[src/sv/sorted_segment_mean_core_defines.svh]
// assertion macros for the sorted segment mean core
// used by the top level only, needs nothing else
`ifndef SORTED_SEGMENT_MEAN_CORE_DEFINES_SVH
`define SORTED_SEGMENT_MEAN_CORE_DEFINES_SVH

// same-cycle implication under reset
`define SSM_ASSERT_NOW(label, clk, rst, ante, cons, msg) \
  label: assert property (@(posedge clk) disable iff (rst) (ante) |-> (cons)) else $error(msg);

// next-cycle implication under reset
`define SSM_ASSERT_NEXT(label, clk, rst, ante, cons, msg) \
  label: assert property (@(posedge clk) disable iff (rst) (ante) |=> (cons)) else $error(msg);

`endif

[src/sv/ssm_pkg.sv]
// shared types and constants for the sorted segment mean core
// no dependencies
`timescale 1ns / 1ps

package ssm_pkg;

  localparam int VALUE_W = 32;
  localparam int SEG_W   = 16;
  localparam int COL_W   = 6;
  localparam int SUM_W   = 48;
  localparam int COUNT_W = 17;
  localparam int RW_W    = 7;
  localparam int STEP_W  = $clog2(SUM_W);

  localparam logic [COUNT_W-1:0] COUNT_MAX = '1;
  localparam logic [STEP_W-1:0]  STEP_LAST = STEP_W'(SUM_W - 1);
  localparam logic [VALUE_W-1:0] MEAN_MAX  = {1'b0, {(VALUE_W-1){1'b1}}};
  localparam logic [VALUE_W-1:0] MEAN_MIN  = {1'b1, {(VALUE_W-1){1'b0}}};

  typedef enum logic [2:0] {
    ST_IDLE,
    ST_ACC,
    ST_EMIT_RD,
    ST_EMIT_DIV,
    ST_EMIT_WAIT
  } state_t;

endpackage

[src/sv/sorted_segment_mean_core.sv]
// sorted segment mean core: per-column running sums, means emitted on segment close
// an element that closes nothing is accepted, then accumulated; s_tready is low meanwhile
// a close emits eff_width beats: ram read, 48-step bit-serial divide, load, held on stall
// an advancing element is summed after the close it starts, a final one before its close
// rst is synchronous: control state and per-column valid bits clear at once, row_width to 1
// no clearing pass over the sum ram; an entry without its valid bit reads as zero
`timescale 1ns / 1ps

module sorted_segment_mean_core #(
  parameter int MAX_ROW_WIDTH = 64
) (
  input  logic        clk,
  input  logic        rst,
  input  logic        s_tvalid,
  output logic        s_tready,
  input  logic [47:0] s_tdata,   // value[31:0], segment_id[47:32]
  input  logic        s_tlast,   // final_row
  output logic        m_tvalid,
  input  logic        m_tready,
  output logic [55:0] m_tdata,   // segment_index[15:0], column[21:16], mean[53:22], zero pad
  output logic        m_tlast,   // last
  input  logic        cfg_valid,
  output logic        cfg_ready,
  input  logic [6:0]  cfg_data   // row_width
);

  `include "sorted_segment_mean_core_defines.svh"

  localparam int CW = (MAX_ROW_WIDTH > 1) ? $clog2(MAX_ROW_WIDTH) : 1;
  localparam logic [ssm_pkg::RW_W-1:0] MAX_W = ssm_pkg::RW_W'(MAX_ROW_WIDTH);

  ssm_pkg::state_t state, state_next;

  logic [ssm_pkg::RW_W-1:0]    row_width;
  logic [ssm_pkg::RW_W-1:0]    eff_width;
  logic [ssm_pkg::RW_W-1:0]    w_last;
  logic [ssm_pkg::VALUE_W-1:0] in_value;
  logic                        in_final;
  logic [CW-1:0]               col_pos;
  logic [CW-1:0]               col_idx;
  logic [ssm_pkg::SEG_W-1:0]   cur_seg;
  logic [ssm_pkg::COUNT_W-1:0] row_count;
  logic [MAX_ROW_WIDTH-1:0]    valid;
  logic                        close_final;

  logic                        out_valid;
  logic [ssm_pkg::SEG_W-1:0]   out_seg;
  logic [ssm_pkg::COL_W-1:0]   out_col;
  logic [ssm_pkg::VALUE_W-1:0] out_mean;
  logic                        out_last;

  logic                        accept;
  logic                        adv_hit;
  logic                        row_end;
  logic                        col_last;
  logic                        out_free;
  logic                        out_load;
  logic                        ram_we;
  logic [CW-1:0]               ram_raddr;
  logic [ssm_pkg::SUM_W-1:0]   ram_rdata;
  logic [ssm_pkg::SUM_W-1:0]   acc_sum;
  logic [ssm_pkg::SUM_W-1:0]   div_dividend;
  logic                        div_start;
  logic                        div_done;
  logic [ssm_pkg::VALUE_W-1:0] div_quotient;

  // effective row width, out-of-range values clamp
  always_comb begin
    if (row_width == '0) begin
      eff_width = ssm_pkg::RW_W'(1);
    end else if (row_width > MAX_W) begin
      eff_width = MAX_W;
    end else begin
      eff_width = row_width;
    end
  end

  assign w_last   = eff_width - 1'b1;
  assign row_end  = ssm_pkg::RW_W'(col_pos) >= w_last;
  assign col_last = ssm_pkg::RW_W'(col_idx) == w_last;
  assign accept   = s_tvalid && s_tready;
  assign adv_hit  = (col_pos == '0) &&
                    ({1'b0, s_tdata[47:32]} == ({1'b0, cur_seg} + 1'b1));
  assign out_free = !out_valid || m_tready;
  assign out_load = (state == ssm_pkg::ST_EMIT_WAIT) && div_done && out_free;

  assign acc_sum      = (valid[col_pos] ? ram_rdata : '0) +
                        {{(ssm_pkg::SUM_W-ssm_pkg::VALUE_W){in_value[ssm_pkg::VALUE_W-1]}},
                         in_value};
  assign div_dividend = valid[col_idx] ? ram_rdata : '0;

  ssm_ram #(
    .WIDTH (ssm_pkg::SUM_W),
    .DEPTH (MAX_ROW_WIDTH)
  ) u_sums (
    .clk   (clk),
    .we    (ram_we),
    .waddr (col_pos),
    .wdata (acc_sum),
    .raddr (ram_raddr),
    .rdata (ram_rdata)
  );

  ssm_div u_div (
    .clk      (clk),
    .rst      (rst),
    .start    (div_start),
    .dividend (div_dividend),
    .divisor  (row_count),
    .done     (div_done),
    .quotient (div_quotient)
  );

  // next state
  always_comb begin
    state_next = state;
    unique case (state)
      ssm_pkg::ST_IDLE: begin
        if (accept) begin
          state_next = adv_hit ? ssm_pkg::ST_EMIT_RD : ssm_pkg::ST_ACC;
        end
      end
      ssm_pkg::ST_ACC: begin
        state_next = (row_end && in_final) ? ssm_pkg::ST_EMIT_RD : ssm_pkg::ST_IDLE;
      end
      ssm_pkg::ST_EMIT_RD: begin
        state_next = ssm_pkg::ST_EMIT_DIV;
      end
      ssm_pkg::ST_EMIT_DIV: begin
        state_next = ssm_pkg::ST_EMIT_WAIT;
      end
      ssm_pkg::ST_EMIT_WAIT: begin
        if (out_load) begin
          if (!col_last) begin
            state_next = ssm_pkg::ST_EMIT_RD;
          end else begin
            state_next = close_final ? ssm_pkg::ST_IDLE : ssm_pkg::ST_ACC;
          end
        end
      end
      default: state_next = ssm_pkg::ST_IDLE;
    endcase
  end

  // outputs of the state machine
  always_comb begin
    s_tready  = 1'b0;
    ram_we    = 1'b0;
    ram_raddr = col_pos;
    div_start = 1'b0;
    unique case (state)
      ssm_pkg::ST_IDLE:      s_tready  = 1'b1;
      ssm_pkg::ST_ACC:       ram_we    = 1'b1;
      ssm_pkg::ST_EMIT_RD:   ram_raddr = col_idx;
      ssm_pkg::ST_EMIT_DIV:  div_start = 1'b1;
      ssm_pkg::ST_EMIT_WAIT: ram_raddr = col_idx;
      default: ;
    endcase
  end

  always_ff @(posedge clk) begin
    if (rst) begin
      state       <= ssm_pkg::ST_IDLE;
      row_width   <= ssm_pkg::RW_W'(1);
      col_pos     <= '0;
      col_idx     <= '0;
      cur_seg     <= '0;
      row_count   <= '0;
      valid       <= '0;
      close_final <= 1'b0;
      out_valid   <= 1'b0;
    end else begin
      state <= state_next;
      if (cfg_valid) begin
        row_width <= cfg_data;
      end
      if (accept && adv_hit) begin
        col_idx     <= '0;
        close_final <= 1'b0;
      end
      if (state == ssm_pkg::ST_ACC) begin
        valid[col_pos] <= 1'b1;
        if (row_end) begin
          col_pos <= '0;
          if (row_count != ssm_pkg::COUNT_MAX) begin
            row_count <= row_count + 1'b1;
          end
          if (in_final) begin
            col_idx     <= '0;
            close_final <= 1'b1;
          end
        end else begin
          col_pos <= col_pos + 1'b1;
        end
      end
      if (out_load) begin
        out_valid <= 1'b1;
        if (col_last) begin
          valid     <= '0;
          row_count <= '0;
          cur_seg   <= close_final ? '0 : cur_seg + 1'b1;
        end else begin
          col_idx <= col_idx + 1'b1;
        end
      end else if (m_tready) begin
        out_valid <= 1'b0;
      end
    end
  end

  // payload registers
  always_ff @(posedge clk) begin
    if (accept) begin
      in_value <= s_tdata[31:0];
      in_final <= s_tlast;
    end
    if (out_load) begin
      out_seg  <= cur_seg;
      out_col  <= ssm_pkg::COL_W'(col_idx);
      out_mean <= div_quotient;
      out_last <= col_last;
    end
  end

  assign cfg_ready = 1'b1;
  assign m_tvalid  = out_valid;
  assign m_tdata   = {2'b00, out_mean, out_col, out_seg};
  assign m_tlast   = out_last;

  `SSM_ASSERT_NEXT(a_adv_starts_col0, clk, rst,
    accept && adv_hit,
    state == ssm_pkg::ST_EMIT_RD && col_idx == '0 && !close_final,
    "advance close does not start at column 0")

  `SSM_ASSERT_NEXT(a_close_clears, clk, rst,
    out_load && col_last,
    valid == '0 && row_count == '0,
    "segment close did not clear sums and count")

  `SSM_ASSERT_NEXT(a_div_restarts, clk, rst,
    div_start,
    !div_done && state == ssm_pkg::ST_EMIT_WAIT,
    "divider result seen before the division ran")

  `SSM_ASSERT_NOW(a_no_accept_while_emit, clk, rst,
    state != ssm_pkg::ST_IDLE,
    !s_tready,
    "input accepted while a segment is being emitted")

endmodule

[src/sv/ssm_ram.sv]
// generic single write, single read ram with registered read data
// no dependencies
`timescale 1ns / 1ps

module ssm_ram #(
  parameter int WIDTH = 48,
  parameter int DEPTH = 64
) (
  input  logic                                     clk,
  input  logic                                     we,
  input  logic [((DEPTH > 1) ? $clog2(DEPTH) : 1)-1:0] waddr,
  input  logic [WIDTH-1:0]                         wdata,
  input  logic [((DEPTH > 1) ? $clog2(DEPTH) : 1)-1:0] raddr,
  output logic [WIDTH-1:0]                         rdata
);

  logic [WIDTH-1:0] mem [DEPTH];

  always_ff @(posedge clk) begin
    if (we) begin
      mem[waddr] <= wdata;
    end
    rdata <= mem[raddr];
  end

endmodule

[src/sv/ssm_div.sv]
// bit-serial restoring divider: signed 48-bit sum over unsigned 17-bit count
// one quotient bit per cycle, saturates to 32 bits; uses ssm_pkg
`timescale 1ns / 1ps

module ssm_div (
  input  logic                         clk,
  input  logic                         rst,
  input  logic                         start,
  input  logic [ssm_pkg::SUM_W-1:0]    dividend,
  input  logic [ssm_pkg::COUNT_W-1:0]  divisor,
  output logic                         done,
  output logic [ssm_pkg::VALUE_W-1:0]  quotient
);

  logic                          busy;
  logic                          neg;
  logic                          zero_div;
  logic [ssm_pkg::SUM_W-1:0]     mag;
  logic [ssm_pkg::COUNT_W-1:0]   rem;
  logic [ssm_pkg::COUNT_W-1:0]   dsr;
  logic [ssm_pkg::STEP_W-1:0]    step;
  logic [ssm_pkg::COUNT_W:0]     shifted;
  logic [ssm_pkg::COUNT_W+1:0]   diff;
  logic                          take;
  logic                          over_pos;
  logic                          over_neg;

  assign shifted = {rem, mag[ssm_pkg::SUM_W-1]};
  assign diff    = {1'b0, shifted} - {2'b00, dsr};
  assign take    = ~diff[ssm_pkg::COUNT_W+1];

  always_ff @(posedge clk) begin
    if (rst) begin
      busy <= 1'b0;
      done <= 1'b0;
    end else if (start) begin
      busy <= 1'b1;
      done <= 1'b0;
    end else if (busy) begin
      if (step == '0) begin
        busy <= 1'b0;
        done <= 1'b1;
      end
    end
  end

  // datapath, no reset
  always_ff @(posedge clk) begin
    if (start) begin
      neg      <= dividend[ssm_pkg::SUM_W-1];
      zero_div <= (divisor == '0);
      dsr      <= divisor;
      mag      <= dividend[ssm_pkg::SUM_W-1] ? (~dividend + 1'b1) : dividend;
      rem      <= '0;
      step     <= ssm_pkg::STEP_LAST;
    end else if (busy) begin
      rem  <= take ? diff[ssm_pkg::COUNT_W-1:0] : shifted[ssm_pkg::COUNT_W-1:0];
      mag  <= {mag[ssm_pkg::SUM_W-2:0], take};
      step <= step - 1'b1;
    end
  end

  assign over_pos = |mag[ssm_pkg::SUM_W-1:ssm_pkg::VALUE_W-1];
  assign over_neg = (|mag[ssm_pkg::SUM_W-1:ssm_pkg::VALUE_W]) ||
                    (mag[ssm_pkg::VALUE_W-1] && (|mag[ssm_pkg::VALUE_W-2:0]));

  always_comb begin
    if (zero_div) begin
      quotient = '0;
    end else if (neg) begin
      quotient = over_neg ? ssm_pkg::MEAN_MIN
                          : (~mag[ssm_pkg::VALUE_W-1:0] + 1'b1);
    end else begin
      quotient = over_pos ? ssm_pkg::MEAN_MAX : mag[ssm_pkg::VALUE_W-1:0];
    end
  end

endmodule

[config.mk]
export PLATFORM = sky130hd
export DESIGN_NAME = sorted_segment_mean_core
export DESIGN_NICKNAME = d
export VERILOG_FILES = /design/src/sv/ssm_pkg.sv /design/src/sv/sorted_segment_mean_core.sv /design/src/sv/ssm_ram.sv /design/src/sv/ssm_div.sv
export VERILOG_INCLUDE_DIRS = /design/src /design/src/sv
export SDC_FILE = /design/constraint.sdc
export NUM_CORES = 2
export LEC_CHECK = 0
export ABC_CLOCK_PERIOD_IN_PS = 9200
export BUFFER_PORTS_ARGS = -buffer_cell sky130_fd_sc_hd__buf_2
export CAP_MARGIN = 30
export CORE_MARGIN = 2
export CORE_UTILIZATION = 63
export CTS_CLUSTER_SIZE = 10
export DETAILED_ROUTE_END_ITERATION = 10
export PLACE_DENSITY = 0.81
export SYNTH_ARGS = -nofsm -noshare
export SYNTH_HDL_FRONTEND = slang
export SYNTH_SLANG_ARGS = --single-unit
[constraint.sdc]
create_clock -name clk -period 9.2 [get_ports clk]
set_input_delay 0.46 -clock clk [delete_from_list [all_inputs] [get_ports clk]]
set_output_delay 0.46 -clock clk [all_outputs]
set_load 0.05 [all_outputs]
* Word level (Yosys, flattened, before mapping)
Memories as Yosys holds them, arrays and structs flattened. A register that Yosys moved wholly into a read port is not among the register bits.
Cells that the tools add are included.
** Word-level totals
- Register bits after elaboration :: 301
- RAM bits :: 3072
- Input port bits :: 61
- Output and inout port bits :: 60
- Word-level logic and storage cells :: 134
- Memories :: 1
** Memory list
- u_sums.mem :: words 64, bits a word 48, rd ports 1, clocked after memory_dff 1, write ports 1, RTL line ssm_ram.sv:17 : logic [WIDTH-1:0] mem [DEPTH];
** Operators by class
- Add/sub/neg operators :: 11
- Order comparisons :: 5
- Equality and inequality tests :: 9
- Multiplexer cells :: 55
- Bitwise logic cells :: 4
- Reductions and logical operators :: 26
** Operator list (number)
- $mux 48 :: 5
- $mux 64 :: 3
- $mux 17 :: 6
- $mux 32 :: 3
- $or 64x64->64 :: 1
- $add 48x1->48 const B :: 1
- $add 48x48->48 :: 1
- $mux 6 :: 8
- $not 48->48 :: 1
- $add 32x1->32 const B :: 1
- $not 32->32 :: 1
- $reduce_or 31->1 :: 1
- $sub 18x17->19 :: 1
- $mux 1 :: 18
- $add 16x1->17 const B :: 1
- $add 17x1->17 const B :: 1
- $eq 16x17->1 :: 1
- $logic_not 17->1 :: 1
- $ne 17x17->1 const B :: 1
- $reduce_or 17->1 :: 1
- $add 16x1->16 const B :: 1
- $mux 16 :: 1
- $reduce_or 16->1 :: 1
- $pmux 3 s5 :: 1
- other kinds (27) :: 49

* Logic depth before layout (Yosys ltp)
- Depth in word-level cells :: 10
- Gate-level depth with buffers :: 22
- Gate-level depth less buffers :: 18

* Modules after synthesis
From an unflattened synthesis, not the netlist that was laid out.
** Unflattened totals
- Cells, all modules :: 7160
- Area total of the unflattened synthesis :: 136978.9 um2
** By module, submodules not included
- ssm_ram :: instances 1, cells each 4970, area each 117117.3 um2, seq. area each 93209.4 um2
- sorted_segment_mean_core :: instances 1, cells each 1408, area each 12909.9 um2, seq. area each 5064.9 um2
- ssm_div :: instances 1, cells each 782, area each 6951.7 um2, seq. area each 2512.4 um2

* Least setup slack after synthesis
Ideal clock, no wire load.
- Kind :: register to register
- From :: register col_pos[1]
- To :: memory u_sums.mem[0][36] (data pin)
- Library setup time :: 536 ps
- Arrival :: 6490 ps
- Required time :: 8664 ps
- Slack :: 2175 ps
- Stages on the path, launching flop included :: 19
- Path buffers :: 3
- Clock period less this slack :: 7025 ps
- Cells stage by stage :: dfxtp_1 > clkbuf_1 > clkbuf_1 > mux2_2 > a221oi_1 > o22ai_1 > or4_1 > clkbuf_1 > and2_1 > ha_1 > fa_1 > a21o_1 > a41oi_1 > a31oi_1 > o311ai_0 > nand3b_1 > a41oi_1 > o21ai_0 > xor2_1
** Between the ends
- Cells in the longest elaborated chain, start to end :: 4
** Ends and longest elaborated chain
- start: declaration :: RTL line sorted_segment_mean_core.sv:39 : logic [CW-1:0] col_pos;
- start signal: assignment :: RTL line sorted_segment_mean_core.sv:193 : col_pos <= col_pos + 1'b1;
- $bmux 1 s6 :: RTL line sorted_segment_mean_core.sv:87 : assign acc_sum = (valid[col_pos] ? ram_rdata : '0) +
- $mux 1 (not written as such) :: RTL line sorted_segment_mean_core.sv:87
- $mux 48 :: RTL line sorted_segment_mean_core.sv:87
- $add 48x48->48 :: RTL line sorted_segment_mean_core.sv:87
- via acc_sum, one bit :: RTL line sorted_segment_mean_core.sv:61 : logic [ssm_pkg::SUM_W-1:0] acc_sum;
- end: declaration :: RTL line ssm_ram.sv:17
The timed path passes the listed nets, and every way through them passes these cells. The select of a mux whose other input is x is not followed.

* Worst setup path in the final report
- From :: register col_pos[0]
- To :: memory u_sums.mem[3][40] (data pin)
The elaborated chain is that of the path after synthesis.

==> flow_summary.json <==
{
  "status": "finished clean",
  "crit_start": "col_pos[0]",
  "ys_seq_elements": 3421,
  "seqPwrFrac": 0.512,
  "syn_to_final_growth_pct": 12.95,
  "finalPower_mw": 36.07,
  "post_cts_resized": 0,
  "worstSetupEndpointType": "flop",
  "drt-initial-drc-count": 14940,
  "dpl.cell_count": 10330,
  "die_area_sq_um": 220700,
  "p_leak_nw": 51.36,
  "grt_pass1_wl_um": 593300,
  "num_vias": 81910,
  "setup_viol": 0,
  "synth-edff-count": 3227,
  "slew_viol_final": 0,
  "final_area_sq_um": 154400,
  "cts_buffers": 395,
  "grt_max_degree": 135,
  "worstSetupEndpoint": "u_sums.mem[3][40]",
  "ir_worst_vdd_mv": 0.1846,
  "fin_crit_ns": 7.927,
  "pwr-share-clk": 0.386,
  "path_max_fanout": 64,
  "netlist_area_sq_um": 136700,
  "final_cells": 11000,
  "drive_above_1_share": 0.2151,
  "finalCritPeriodShare": 0.8616,
  "p_switching_mw": 8.571,
  "io_pins": 121,
  "async_flop_share": 0,
  "syn_inst": 7537,
  "initial_core_util": 0.6355,
  "grtUsageTotal": 0.3828,
  "place_ws_ns": 1.524,
  "met3_usage": 0.1179,
  "wl_um": 422200,
  "final_cell_mix": "3227 x edfxtp_1, 832 x nand2_1, 790 x mux4_2, 399 x clkbuf_16, 253 x nor2_1",
  "core_area_sq_um": 215000,
  "worstMarginPinSlew_ns": 1.172,
  "gr-usage-met1": 0.4913,
  "clk_latency_ns": 1.01,
  "num-fill-cells": 11690,
  "grt_most_used_layer": "met2",
  "hold_depth": 2,
  "finalSetupTns_ns": 0,
  "intPower_mw": 27.50,
  "drc_errors": 0,
  "fp.dieW_um": 469.7,
  "slew_headroom": 0.2187,
  "multi_input_area_sq_um": 34940,
  "path_class": "reg -> reg",
  "dr.pass1.iters": 10,
  "start_kind": "flop",
  "power_density_nw_per_um2": 233.7,
  "syn_avg_cell_area_sq_um": 18.13,
  "gp_congestion": 0.9126,
  "regArea_sq_um": 100800,
  "worst-r2r-cell-count": 20,
  "synth_flop_cell": "edfxtp_1",
  "switching_share": 0.2376,
  "yosys_warnings": 0,
  "final_common_cell": "edfxtp_1",
  "cap_violations": 0,
  "finalHoldViolCount": 0,
  "antenna_found_initial": 20,
  "worstPathRequired_ns": 9.85,
  "nets": 8093,
  "setup_ws_ns": 1.273,
  "cts_tree": "yes",
  "combPwrFrac": 0.102,
  "grt_pass1_vias": 80640,
  "crit_arrival_ns": 8.58,
  "avgViaCountPerCell": 7.445,
  "clock.fmax_mhz": 126.2,
  "grt.met2_usage": 0.5760,
  "die_h_um": 469.7,
  "rows": 170,
  "clkTransAtPathRegs_ns": 0.06,
  "hold_path.class": "in -> reg",
  "rsz0062_at_grt": "false",
  "dp_hpwl_um": 211200,
  "clockRootBuffer": "clkbuf_16",
  "clock_sinks": 3421,
  "worst-r2r-setup-slack_ns": 1.27,
  "io_buffer_count": 117,
  "cts.path.max_buffers": 4,
  "yosysSeqAreaShare": 0.7375,
  "r2r_end": "u_sums.mem[3][40]",
  "fin_skew_ns": 0.09508,
  "placed_cell_area_sq_um": 142600,
  "wl_per_cell_um": 38.37,
  "htree_levels": 5,
  "overflow": 0,
  "synth.distinct_cells": 80,
  "r2r-start": "col_pos[0]",
  "ant_nets": 0
}
worst min-delay path by stage:
stage | start | endpoint | slack [ns]
after detailed placement | u_div.step[0] | u_div.step[0] | 0.47
after CTS | s_tdata[4] | in_value[4] | 0.16
after floorplan | col_idx[3] | out_col[3] | 0.41
after global routing | s_tdata[2] | in_value[2] | 0.18
after global placement | cur_seg[10] | out_seg[10] | 0.46
final | s_tdata[2] | in_value[2] | 0.20
power by group through the flow:
stage	logic, mW	registers (mW)	clock network [mW]
finish	3.67	18.5	13.9
global route	3.93	18.5	14.5
CTS	3.61	18.5	13.9
detailed placement	3.51	18.8	0
global placement	3.33	18.8	0
floorplan	2.33	18.8	0
registers in the layout, summed over array words and instances, names as in the netlist, 3 cells and up:
name and flops:
state 3, u_div.dsr 17, row_width 7, valid 64, u_div.rem 17, out_mean 32, u_sums.rdata 48, u_div.step 6
row_count 17, col_idx 6, in_value 32, u_div.mag 48, cur_seg 16, col_pos 6, u_sums.mem 3072, out_col 6
out_seg 16
critical path, stage by stage, from the launching register on:
cell,delay [ns]
dfxtp_1,0.74
buf_4,0.32
nor2_1,0.13
a221oi_1,0.32
a21oi_1,0.07
a221oi_1,0.24
o22ai_1,0.13
or4_1,0.77
and2_1,0.31
ha_2,0.21
fa_2,0.42
a21o_1,0.20
a41oi_1,0.27
a31oi_1,0.18
o311ai_0,0.80
nand3b_1,0.44
a41oi_1,0.47
o21ai_0,0.44
a31oi_1,0.40
xnor2_2,0.20
buf_4,0.52
cell usage after synthesis (all sizes together), types with 10 or more instances:
library cell | number | share of area
a21o | 28 | 0.0015
ha | 80 | 0.0073
mux2 | 16 | 0.0013
nand4 | 18 | 0.00082
dfxtp | 194 | 0.028
nand3b | 20 | 0.0011
nand2 | 835 | 0.023
nand2b | 18 | 0.00082
nor2b | 14 | 0.00064
nor3 | 45 | 0.0018
o21bai | 10 | 0.00055
and3 | 20 | 0.00092
a221o | 53 | 0.0039
o21a | 18 | 0.00099
o21ai | 223 | 0.0082
xnor2 | 67 | 0.0043
and2 | 151 | 0.0069
a21oi | 117 | 0.0043
xor2 | 83 | 0.0053
o22ai | 56 | 0.0026
or3 | 34 | 0.0016
nor2 | 320 | 0.0088
nand3 | 144 | 0.0053
clkbuf | 294 | 0.0081
nor4 | 19 | 0.00087
mux4 | 790 | 0.13
inv | 66 | 0.0018
a31oi | 128 | 0.0059
edfxtp | 3227 | 0.71
buf | 128 | 0.0046
o31ai | 60 | 0.0034
a211oi | 112 | 0.0062
mux2i | 34 | 0.0025
layout make-up:
type,instances,share of cell area
clock buffers,581,0.06937
inverters,67,0.001629
clock inverters,16,0.001427
repair buffers,437,0.02497
multi-input cells,3628,0.2264
well taps,2838,0.02301
flip-flops and latches,3421,0.6530
diodes,15,0.0002432
timing repair:
item,4_1_cts,5_1_grt
endpoints found under the hold margin,53,0
buffers inserted,0,0
hold buffers,57,0
endpoints found under the setup margin,0,0
metrics by stage:
| step | utilization | hold slack [ns] |
|---|---|---|
| 2_1_floorplan | - | 0.4064 |
| 3_3_place_gp | 0.6604 | 0.4633 |
| 5_1_grt | 0.7177 | 0.1824 |
| 3_5_place_dp | 0.6630 | 0.4742 |
| 6_report | 0.7178 | 0.1967 |
| 4_1_cts | 0.7165 | 0.1572 |
logic make-up after synthesis:
group	Yosys count	share of synthesized area
compound gates	876	0.04187
xor+xnor	150	0.009613
fa+ha+maj	82	0.007618
buf+inv	489	0.01455
flops	3421	0.7375
mux	840	0.1340
other cells	2	0.00005495
simple gates	1677	0.05479
routing by layer:
layer | wire length, um | vias to the layer above
met3 | 63830 | 1718
met4 | 29340 | 14
met2 | 195000 | 8178
met1 | 133900 | 41050
met5 | 106 | -
li1 | - | 30950
Power figures use the tool's default switching activity.
